$ cat config.mk
export PLATFORM = sky130hd
export DESIGN_NAME = pixel_hsv_color_classifier
export DESIGN_NICKNAME = d
export VERILOG_FILES = /design/src/phc_pkg.sv /design/src/phc_front.sv /design/src/phc_classify.sv /design/src/phc_div_stage.sv /design/src/pixel_hsv_color_classifier.sv
export SDC_FILE = /design/constraint.sdc
export NUM_CORES = 2
export LEC_CHECK = 0
export BUFFER_PORTS_ARGS = -buffer_cell sky130_fd_sc_hd__buf_2
export CAP_MARGIN = 20
export CORE_UTILIZATION = 40
export CTS_CLUSTER_SIZE = 40
export DETAILED_ROUTE_END_ITERATION = 10
export SYNTH_ARGS = -nofsm -noshare
export SYNTH_HDL_FRONTEND = slang
export SYNTH_SLANG_ARGS = --single-unit
$ cat constraint.sdc
create_clock -name clk -period 43.8 [get_ports clk]
set_input_delay 10.95 -clock clk [delete_from_list [all_inputs] [get_ports clk]]
set_output_delay 10.95 -clock clk [all_outputs]
set_load 0.005 [all_outputs]
$ cat src/phc_pkg.sv
package phc_pkg;

  localparam int CH_W          = 8;
  localparam int PIX_W         = 3 * CH_W;
  localparam int HUE_FRAC_BITS = 6;
  localparam int HUE_OUT_W     = 15;
  localparam int SAT_OUT_W     = 8;
  localparam int CLS_W         = 3;

  // hue sum t = hue/60 * diff, kept below 6*diff
  localparam int T_W   = 11;
  localparam int NUM_W = 17;

  localparam int DIV_STAGES = 5;

  localparam int HUE_Q_W   = 9 + HUE_FRAC_BITS;
  localparam int HUE_BPS   = (HUE_Q_W + DIV_STAGES - 1) / DIV_STAGES;
  localparam int HUE_QT    = HUE_BPS * DIV_STAGES;
  localparam int HUE_PAD   = HUE_QT - HUE_Q_W;
  localparam int HUE_DVD_W = HUE_QT + CH_W;

  localparam int SAT_Q_W   = 8;
  localparam int SAT_BPS   = (SAT_Q_W + DIV_STAGES - 1) / DIV_STAGES;
  localparam int SAT_QT    = SAT_BPS * DIV_STAGES;
  localparam int SAT_PAD   = SAT_QT - SAT_Q_W;
  localparam int SAT_DVD_W = SAT_QT + CH_W;

  localparam logic [CH_W-1:0] VALUE_FLOOR_RST = 8'd51;

  typedef enum logic [CLS_W-1:0] {
    CLS_NONE    = 3'd0,
    CLS_RED     = 3'd1,
    CLS_YELLOW  = 3'd2,
    CLS_GREEN   = 3'd3,
    CLS_BLUE    = 3'd4,
    CLS_MAGENTA = 3'd5
  } cls_t;

  typedef struct packed {
    logic [T_W-1:0]  t;
    logic [CH_W-1:0] diff;
    logic [CH_W-1:0] mx;
    logic            s_half;
    logic            s_45;
    logic            s_30;
    logic            s_35;
    logic            vflag;
  } front_t;

  typedef struct packed {
    logic [CH_W-1:0]   hue_rem;
    logic [HUE_QT-1:0] hue_dvd;
    logic [HUE_QT-1:0] hue_q;
    logic [CH_W-1:0]   diff;
    logic [CH_W-1:0]   sat_rem;
    logic [SAT_QT-1:0] sat_dvd;
    logic [SAT_QT-1:0] sat_q;
    logic [CH_W-1:0]   mx;
    logic              gray;
    cls_t              cls;
  } div_data_t;

endpackage

$ cat src/phc_front.sv
module phc_front (
  input  logic                        clk,
  input  logic                        rst_n,
  input  logic                        adv,
  input  logic                        valid_i,
  input  logic [phc_pkg::PIX_W-1:0]   pixel_bgr,
  input  logic [phc_pkg::CH_W-1:0]    value_floor,
  output logic                        valid_o,
  output phc_pkg::front_t             data_o
);

  typedef enum logic [1:0] {SEC_RED, SEC_GREEN, SEC_BLUE} sec_t;

  logic [phc_pkg::CH_W-1:0] r, g, b, mx, mn;
  sec_t                     sec;
  logic signed [8:0]        delta;

  logic                     a_valid_r;
  logic [phc_pkg::CH_W-1:0] a_mx_r, a_diff_r;
  logic signed [8:0]        a_delta_r;
  sec_t                     a_sec_r;
  logic                     a_vflag_r;

  logic signed [11:0]       base, t_raw;
  logic [11:0]              six_diff;
  logic [12:0]              d13, m13;
  phc_pkg::front_t          b_nxt, b_r;
  logic                     b_valid_r;

  // stage a: max, min, sector
  always_comb begin
    b  = pixel_bgr[7:0];
    g  = pixel_bgr[15:8];
    r  = pixel_bgr[23:16];
    mx = r;
    mn = r;
    if (g > mx) mx = g;
    if (b > mx) mx = b;
    if (g < mn) mn = g;
    if (b < mn) mn = b;
    if (mx == r) begin
      sec   = SEC_RED;
      delta = $signed({1'b0, g}) - $signed({1'b0, b});
    end else if (mx == g) begin
      sec   = SEC_GREEN;
      delta = $signed({1'b0, b}) - $signed({1'b0, r});
    end else begin
      sec   = SEC_BLUE;
      delta = $signed({1'b0, r}) - $signed({1'b0, g});
    end
  end

  always_ff @(posedge clk) begin
    if (!rst_n) begin
      a_valid_r <= 1'b0;
    end else if (adv) begin
      a_valid_r <= valid_i;
    end
  end

  always_ff @(posedge clk) begin
    if (adv) begin
      a_mx_r    <= mx;
      a_diff_r  <= mx - mn;
      a_delta_r <= delta;
      a_sec_r   <= sec;
      a_vflag_r <= (mx >= value_floor);
    end
  end

  // stage b: hue sum and saturation floors
  always_comb begin
    unique case (a_sec_r)
      SEC_RED:   base = 12'sd0;
      SEC_GREEN: base = $signed({4'b0, a_diff_r}) <<< 1;
      SEC_BLUE:  base = $signed({4'b0, a_diff_r}) <<< 2;
      default:   base = 12'sd0;
    endcase
    six_diff = 12'(a_diff_r) * 12'd6;
    t_raw    = base + 12'(a_delta_r);
    if (t_raw < 0) t_raw = t_raw + $signed(six_diff);
    d13 = 13'(a_diff_r);
    m13 = 13'(a_mx_r);
    b_nxt.t      = phc_pkg::T_W'(t_raw);
    b_nxt.diff   = a_diff_r;
    b_nxt.mx     = a_mx_r;
    b_nxt.s_half = (d13 * 13'd2) >= m13;
    b_nxt.s_45   = (d13 * 13'd20) >= (m13 * 13'd9);
    b_nxt.s_30   = (d13 * 13'd10) >= (m13 * 13'd3);
    b_nxt.s_35   = (d13 * 13'd20) >= (m13 * 13'd7);
    b_nxt.vflag  = a_vflag_r;
  end

  always_ff @(posedge clk) begin
    if (!rst_n) begin
      b_valid_r <= 1'b0;
    end else if (adv) begin
      b_valid_r <= a_valid_r;
    end
  end

  always_ff @(posedge clk) begin
    if (adv) begin
      b_r <= b_nxt;
    end
  end

  assign valid_o = b_valid_r;
  assign data_o  = b_r;

endmodule

$ cat src/phc_classify.sv
module phc_classify (
  input  logic                clk,
  input  logic                rst_n,
  input  logic                adv,
  input  logic                valid_i,
  input  phc_pkg::front_t     data_i,
  output logic                valid_o,
  output phc_pkg::div_data_t  data_o
);

  logic [phc_pkg::NUM_W-1:0]     num, dd;
  logic [phc_pkg::HUE_DVD_W-1:0] hue_dvd;
  logic [15:0]                   sat_prod;
  logic [phc_pkg::SAT_DVD_W-1:0] sat_dvd;
  logic                          w_red, w_yel, w_grn, w_blu, w_mag;
  phc_pkg::div_data_t            data_nxt, data_r;
  logic                          valid_r;

  always_comb begin
    num = phc_pkg::NUM_W'(data_i.t) * 17'd60;
    dd  = phc_pkg::NUM_W'(data_i.diff);
    w_red = (num <= dd * 17'd20) || (num >= dd * 17'd340);
    w_yel = (num >= dd * 17'd30)  && (num <= dd * 17'd55);
    w_grn = (num >= dd * 17'd100) && (num <= dd * 17'd175);
    w_blu = (num >= dd * 17'd185) && (num <= dd * 17'd245);
    w_mag = (num >= dd * 17'd295) && (num <= dd * 17'd335);

    hue_dvd  = phc_pkg::HUE_DVD_W'(num) << (phc_pkg::HUE_FRAC_BITS + phc_pkg::HUE_PAD);
    sat_prod = (16'(data_i.diff) << 8) - 16'(data_i.diff);
    sat_dvd  = phc_pkg::SAT_DVD_W'(sat_prod) << phc_pkg::SAT_PAD;

    data_nxt.hue_rem = hue_dvd[phc_pkg::HUE_DVD_W-1 -: phc_pkg::CH_W];
    data_nxt.hue_dvd = hue_dvd[phc_pkg::HUE_QT-1:0];
    data_nxt.hue_q   = '0;
    data_nxt.diff    = data_i.diff;
    data_nxt.sat_rem = sat_dvd[phc_pkg::SAT_DVD_W-1 -: phc_pkg::CH_W];
    data_nxt.sat_dvd = sat_dvd[phc_pkg::SAT_QT-1:0];
    data_nxt.sat_q   = '0;
    data_nxt.mx      = data_i.mx;
    data_nxt.gray    = (data_i.diff == '0);

    data_nxt.cls = phc_pkg::CLS_NONE;
    if (data_i.vflag) begin
      if (w_red && data_i.s_half) data_nxt.cls = phc_pkg::CLS_RED;
      else if (w_yel && data_i.s_45) data_nxt.cls = phc_pkg::CLS_YELLOW;
      else if (w_grn && data_i.s_30) data_nxt.cls = phc_pkg::CLS_GREEN;
      else if (w_blu && data_i.s_35) data_nxt.cls = phc_pkg::CLS_BLUE;
      else if (w_mag && data_i.s_30) data_nxt.cls = phc_pkg::CLS_MAGENTA;
    end
  end

  always_ff @(posedge clk) begin
    if (!rst_n) begin
      valid_r <= 1'b0;
    end else if (adv) begin
      valid_r <= valid_i;
    end
  end

  always_ff @(posedge clk) begin
    if (adv) begin
      data_r <= data_nxt;
    end
  end

  assign valid_o = valid_r;
  assign data_o  = data_r;

endmodule

$ cat src/phc_div_stage.sv
module phc_div_stage (
  input  logic                clk,
  input  logic                rst_n,
  input  logic                adv,
  input  logic                valid_i,
  input  phc_pkg::div_data_t  data_i,
  output logic                valid_o,
  output phc_pkg::div_data_t  data_o
);

  phc_pkg::div_data_t       data_nxt, data_r;
  logic [phc_pkg::CH_W:0]   trial;
  logic                     valid_r;

  // restoring division, a few quotient bits of hue and saturation per stage
  always_comb begin
    data_nxt = data_i;
    trial    = '0;
    for (int i = 0; i < phc_pkg::HUE_BPS; i++) begin
      trial = {data_nxt.hue_rem, data_nxt.hue_dvd[phc_pkg::HUE_QT-1]};
      data_nxt.hue_dvd = data_nxt.hue_dvd << 1;
      if (trial >= {1'b0, data_nxt.diff}) begin
        data_nxt.hue_rem = phc_pkg::CH_W'(trial - {1'b0, data_nxt.diff});
        data_nxt.hue_q   = {data_nxt.hue_q[phc_pkg::HUE_QT-2:0], 1'b1};
      end else begin
        data_nxt.hue_rem = trial[phc_pkg::CH_W-1:0];
        data_nxt.hue_q   = {data_nxt.hue_q[phc_pkg::HUE_QT-2:0], 1'b0};
      end
    end
    for (int j = 0; j < phc_pkg::SAT_BPS; j++) begin
      trial = {data_nxt.sat_rem, data_nxt.sat_dvd[phc_pkg::SAT_QT-1]};
      data_nxt.sat_dvd = data_nxt.sat_dvd << 1;
      if (trial >= {1'b0, data_nxt.mx}) begin
        data_nxt.sat_rem = phc_pkg::CH_W'(trial - {1'b0, data_nxt.mx});
        data_nxt.sat_q   = {data_nxt.sat_q[phc_pkg::SAT_QT-2:0], 1'b1};
      end else begin
        data_nxt.sat_rem = trial[phc_pkg::CH_W-1:0];
        data_nxt.sat_q   = {data_nxt.sat_q[phc_pkg::SAT_QT-2:0], 1'b0};
      end
    end
  end

  always_ff @(posedge clk) begin
    if (!rst_n) begin
      valid_r <= 1'b0;
    end else if (adv) begin
      valid_r <= valid_i;
    end
  end

  always_ff @(posedge clk) begin
    if (adv) begin
      data_r <= data_nxt;
    end
  end

  assign valid_o = valid_r;
  assign data_o  = data_r;

endmodule

$ cat src/pixel_hsv_color_classifier.sv
// pipeline: 8 register stages (3 front stages, 5 divider stages)
// throughput: one pixel per cycle; the whole pipeline holds while a result is stalled
// the five divider stages each resolve 3 hue and 2 saturation quotient bits
// reset: synchronous, active low; clears all stage valid bits, value_floor returns to 51
module pixel_hsv_color_classifier (
  input  logic                           clk,
  input  logic                           rst_n,
  input  logic                           in_valid,
  output logic                           in_stall,
  input  logic [phc_pkg::PIX_W-1:0]      in_pixel_bgr,
  output logic                           out_valid,
  input  logic                           out_stall,
  output logic [phc_pkg::HUE_OUT_W-1:0]  out_hue_deg64,
  output logic [phc_pkg::SAT_OUT_W-1:0]  out_saturation,
  output logic [phc_pkg::CH_W-1:0]       out_brightness,
  output logic [phc_pkg::CLS_W-1:0]      out_color_class,
  input  logic                           cfg_we,
  input  logic [phc_pkg::CH_W-1:0]       cfg_data
);

  logic [phc_pkg::CH_W-1:0]   value_floor_r;
  logic                       adv;
  logic                       front_valid;
  phc_pkg::front_t            front_data;
  logic                       stg_valid [phc_pkg::DIV_STAGES+1];
  phc_pkg::div_data_t         stg_data  [phc_pkg::DIV_STAGES+1];
  phc_pkg::div_data_t         last;
  logic [phc_pkg::HUE_QT-1:0] hue_sh;
  logic [phc_pkg::SAT_QT-1:0] sat_sh;

  always_ff @(posedge clk) begin
    if (!rst_n) begin
      value_floor_r <= phc_pkg::VALUE_FLOOR_RST;
    end else if (cfg_we) begin
      value_floor_r <= cfg_data;
    end
  end

  assign adv      = !(out_valid && out_stall);
  assign in_stall = !adv;

  phc_front u_front (
    .clk         (clk),
    .rst_n       (rst_n),
    .adv         (adv),
    .valid_i     (in_valid),
    .pixel_bgr   (in_pixel_bgr),
    .value_floor (value_floor_r),
    .valid_o     (front_valid),
    .data_o      (front_data)
  );

  phc_classify u_classify (
    .clk     (clk),
    .rst_n   (rst_n),
    .adv     (adv),
    .valid_i (front_valid),
    .data_i  (front_data),
    .valid_o (stg_valid[0]),
    .data_o  (stg_data[0])
  );

  for (genvar s = 0; s < phc_pkg::DIV_STAGES; s++) begin : g_div
    phc_div_stage u_div (
      .clk     (clk),
      .rst_n   (rst_n),
      .adv     (adv),
      .valid_i (stg_valid[s]),
      .data_i  (stg_data[s]),
      .valid_o (stg_valid[s+1]),
      .data_o  (stg_data[s+1])
    );
  end

  assign last   = stg_data[phc_pkg::DIV_STAGES];
  assign hue_sh = last.hue_q >> phc_pkg::HUE_PAD;
  assign sat_sh = last.sat_q >> phc_pkg::SAT_PAD;

  // gray pixels give zero hue and saturation
  assign out_valid       = stg_valid[phc_pkg::DIV_STAGES];
  assign out_hue_deg64   = last.gray ? '0 : phc_pkg::HUE_OUT_W'(hue_sh);
  assign out_saturation  = last.gray ? '0 : phc_pkg::SAT_OUT_W'(sat_sh);
  assign out_brightness  = last.mx;
  assign out_color_class = last.cls;

endmodule
Yosys cells after proc, flatten, opt, wreduce, memory -nomap -nowiden
Cells that the tools add are included.

storage, ports and cells
  bits in registers = 375
  bits in latches = 0
  bits in writable memories = 0
  memory bits (read-only) = 0
  bits of input ports = 37
  output and inout port bits = 36
  memories = 0

cells by class
  $add $sub $neg = 30
  $mul = 17
  divide/modulo/power cells = 0
  magnitude comparators = 45
  equal/unequal tests = 4
  shift-type cells = 0
  muxes and demuxes = 64
  bitwise operators = 1
  reductions and logical operators = 14

operators with widths
  kind                                                                  count
  9-bit by 8-bit greater-or-equal comparator with 1-bit output          26
  8-bit 2-to-1 mux                                                      28
  8-bit subtractor                                                      24
  8-bit by 8-bit multiplier with 16-bit output (second input constant)  3
  8-bit by 3-bit multiplier with 11-bit output (second input constant)  4
  17-bit greater-or-equal comparator                                    2
  17-bit by 16-bit less-or-equal comparator with 1-bit output           2
  8-bit by 9-bit multiplier with 17-bit output (second input constant)  2
  8-bit by 8-bit subtractor with 9-bit output                           3
  1-bit 2-to-1 mux                                                      26
  8-bit by 4-bit multiplier with 12-bit output (second input constant)  2
  8-bit by 2-bit multiplier with 10-bit output (second input constant)  2
  10-bit case mux with 2 select lines                                   1
  9-bit 2-to-1 mux                                                      2
  17-bit by 13-bit greater-or-equal comparator with 1-bit output        1
  17-bit by 15-bit greater-or-equal comparator with 1-bit output        1
  17-bit by 16-bit greater-or-equal comparator with 1-bit output        1
  17-bit by 13-bit less-or-equal comparator with 1-bit output           1
  17-bit by 14-bit less-or-equal comparator with 1-bit output           1
  17-bit less-or-equal comparator                                       1
  8-bit == test                                                         2
  8-bit > comparator                                                    2
  8-bit < comparator                                                    2
  16-bit by 8-bit subtractor with 16-bit output                         1
  23 further kinds                                                      35

Depth between registers and ports, before layout
  word-level depth = 9
  mapped depth = 30

By module
Synthesis repeated with hierarchy kept, for this count alone.

unflattened totals
  cells, all modules = 4325
  area, all modules = 46339.4 µm²

by module, submodules not included
  module                              times used  cells an instance  area each (µm²)
  phc_div_stage (g_div[1].u_div ...)  4           363                4654.5
  phc_classify                        1           1535               14302.5
  phc_front                           1           910                8299.2
  phc_div_stage (g_div[0].u_div)      1           376                4667.0
  pixel_hsv_color_classifier          1           52                 452.9

Worst setup path after synthesis
No wires, ideal clock.

  path kind = input to output
  start point = input out_stall
  end point = output in_stall
  arrival time = 20.692 ns
  required time = 32.850 ns
  slack = 12.158 ns
  stages = 2
  path through = nand2_1 -> clkinv_1

between the ends
  word-level cells in the longest chain between the ends = 1

RTL lines
  what               line                              source
  from (decl)        pixel_hsv_color_classifier.sv:12  input logic out_stall,
  1-bit logical AND  pixel_hsv_color_classifier.sv:39  assign adv = !(out_valid && out_stall);
  to (decl)          pixel_hsv_color_classifier.sv:9   output logic in_stall,

Every way passes these cells.

Worst setup path in the final report
Same ends and word-level chain as after synthesis.

==> results.yml <==
status:
  outcome: "complete, no violations"
worst_setup_path:
  critPathMaxStageDelay_ps: 600
  critical_path.slowest_cell: "nand2_4"
  r2r_end: "g_div[0].u_div.data_o[85]"
  start_kind: "input pin"
  path_cells: "buf_2, nand2_4, clkinv_1, buf_2"
  cp_common_cell: "buf_2"
  worstPathMaxFanout: 68
  setup.worst_path.end: "in_stall"
  path_buf_inv: 3
  cp.depth: 4
  r2r_setup_slack_ps: 35560
  cp_top_family: "buffers and inverters"
  worstPathArrival_ps: 12370
  critPathLaunch: "out_stall"
  required_ps: 32850
  timing.rr.start: "u_classify.data_o[41]"
  reg2regPathDepth: 29
  criticalPathCategory: "in2out"
  worstSetupEndpointType: "output port"
yosys:
  synth.area.mux_share_pct: 4.220
  synth_fp_nets: 4690
  yosysTopAreaCell: "edfxtp_1"
  yosys_register_bits: 361
  synth-simple-area-share_pct: 9.500
  ys_async_sr_fraction_pct: 0
  synth_edf_count: 345
  synth.distinct_cells: 82
  synth_seq_area_share_pct: 28.10
  avgSynthCellArea_um2: 10.04
  netlist.area_leader.share_pct: 27.25
  netlist_area_um2: 38010
  synth_compound_area_share_pct: 14.19
  yosys-top-cells-area: "edfxtp_1 (27%), ha_1 (23%), fa_1 (8.5%)"
  postSynthCellCount: 3786
  yosys_warnings: 0
  synth-xor-area-share_pct: 6.590
  synth_top_family_by_area: "adder cells"
  yosys.area_share.adder_pct: 31.72
  synthFlopType: "edfxtp_1"
timing:
  finalCritPeriodShare_pct: 53.24
  whs_ps: 392.8
  clock_skew_ps: 29.21
  hold_viol_final: 0
  fmax_mhz: 42.89
  rsz0062_at_grt: "no"
  tightest_slew_ps: 1131
  setup_viol: 0
  tns_ps: 0
  maxSlewViolCount: 0
  fin_crit_ps: 23320
  slew-limit-headroom_pct: 24.35
clocking:
  root_buffer: "clkbuf_16"
  clk_latency_ps: 620
  numCtsBuffers: 44
  clk_pin_slew_ps: 60
  cts_setup_buffers: 0
  clkSinkCount: 361
  cts_resized: 0
  hold_buffers: 0
  htreeDepth: 2
  ctsLongestPathBuffers: 3
  cts_tree: "done"
finish:
  area_growth_syn_to_layout_pct: 9.108
  layout-drive-gt1-share_pct: 8.010
  diodes: 0
  nNetsFinal: 4790
  fill_cells: 8997
floorplanning:
  rows: 112
  coreArea_um2: 93750
  die_w_um: 310.3
  die_y_um: 310.3
  pin_count: 73
  initial_core_util_pct: 40.55
  die_area_um2: 96260
detailed_routing:
  drt_pre_antenna_iters: 7
  routed_wl_um: 86200
  drc_errors: 0
  first_iter_violations: 1306
  wire_per_inst_um: 16.66
  drtAntennaViolNets: 0
  routed_via_density: 5.238
  num_vias: 27099
placement:
  io_buffers: 72
  post-dp-hpwl_um: 67200
  gp_congestion: 0.8941
global_routing:
  overflow: 0
  grt_pass1_wl_um: 140600
  grt_antenna_before_repair: 1
  grt_max_degree: 191
  grt.total_usage_pct: 18.26
  grt_pass1_vias: 26935
worst_hold_path:
  hp-class: "reg2reg"
flow_run:
  maxCapViolCount: 0
## layout by cell type, fill, tap and decap left out, types with 44 or more instances in the layout
cell type / synthesis / routed
o21bai_1: 56 / 56
buf_2: 3 / 72
nor3_1: 47 / 47
nand2_1: 152 / 151
edfxtp_1: 345 / 345
nor2_1: 190 / 190
mux2_2: 101 / 101
fa_1: 161 / 161
nand4_1: 46 / 46
inv_1: 513 / 513
o21ai_0: 177 / 177
nor2b_1: 101 / 101
xor2_1: 105 / 105
a21o_1: 104 / 104
o21a_1: 48 / 48
ha_1: 706 / 706
a21oi_1: 261 / 261
clkbuf_16: 0 / 44
xnor2_1: 181 / 181
## sequential cells by signal, indices dropped and copies added, names as in the netlist
signal,cells
u_classify.valid_o,1
u_front.a_diff_r,8
u_front.a_sec_r,2
u_front.a_valid_r,1
u_classify.data_o,50
value_floor_r,8
u_front.valid_o,1
u_front.a_mx_r,8
u_front.a_delta_r,9
g_div.u_div.data_o,235
u_front.a_vflag_r,1
g_div.u_div.valid_o,5
u_front.data_o,32
## stage by stage
stage	setup WS, ps	cell area, um^2	utilization (%)	std cells
final	20480	41470	44.24	5174
after global routing	20310	41470	44.24	5174
after CTS	20430	41460	44.22	5173
after detailed placement	20420	39950	42.62	5093
after global placement	20450	39950	42.62	5093
after floorplan	12160	38010	-	3786
## layer usage
| layer | track usage [%] | vias to the layer above | share of wire (%) |
|---|---|---|---|
| met5 | 0 | - | 0.015 |
| met4 | 5.568 | 2 | 2.9 |
| met3 | 2.323 | 135 | 3.4 |
| met2 | 30.93 | 395 | 47 |
| met1 | 24.17 | 12903 | 47 |
| li1 | - | 13664 | - |
## synth_stat cells (all sizes together), types with 5 or more instances
master   instances
a31o             5
xor2           105
a22oi           10
o211ai          17
nor4            15
nand4           46
and2             7
o2111ai          6
nand2          152
ha             706
fa             161
clkbuf          29
a31oi           16
o41ai            5
mux2           109
o21bai          56
inv            514
buf             17
and3            18
a21boi          26
a221oi           7
a211oi          17
nor3            48
nor3b           11
a2111oi          8
edfxtp         345
nand2b          43
and4             5
o21ai          184
o311ai           8
nand3           38
o21a            48
a21o           104
xnor2          181
o31a            13
or3             12
a21oi          261
o31ai           12
dfxtp           16
nor2b          101
mux2i           35
or2             23
nor2           191
## worst min-delay path by stage
stage	startpoint	end	slack (ps)	cells past startpoint
finish	g_div[2].u_div.data_o[16]	g_div[3].u_div.data_o[18]	390	0
floorplan	u_classify.data_o[0]	g_div[0].u_div.data_o[0]	400	0
global placement	g_div[3].u_div.data_o[8]	g_div[4].u_div.data_o[8]	400	0
detailed placement	u_classify.data_o[28]	g_div[0].u_div.data_o[30]	400	0
CTS	g_div[2].u_div.data_o[16]	g_div[3].u_div.data_o[18]	380	0
global route	g_div[2].u_div.data_o[16]	g_div[3].u_div.data_o[18]	380	0
## logic make-up (layout without fill, tap and decap cells)
logic type / after synthesis / after routing
AO/OA/AOI/OAI: 844 / 844
XOR/XNOR: 286 / 286
adder cells (fa/ha/maj): 867 / 867
buffers and inverters: 562 / 696
flip-flops: 361 / 361
multiplexers: 144 / 144
AND/OR/NAND/NOR: 722 / 722
## final cells by class
cell class | count | area, um^2 | area share (%)
Timing Repair Buffer | 100 | 590.6 | 1.424
Clock buffer | 51 | 1127 | 2.718
Sequential cell | 361 | 10680 | 25.75
Multi-Input combinational cell | 2863 | 25190 | 60.74
Clock inverter | 29 | 379.1 | 0.9141
Inverter | 516 | 1937 | 4.670
Tap cell | 1254 | 1569 | 3.783
Power is left out: the tool's default activity adds up to more than one toggle a clock period on the data nets, which glitch-free logic cannot reach.
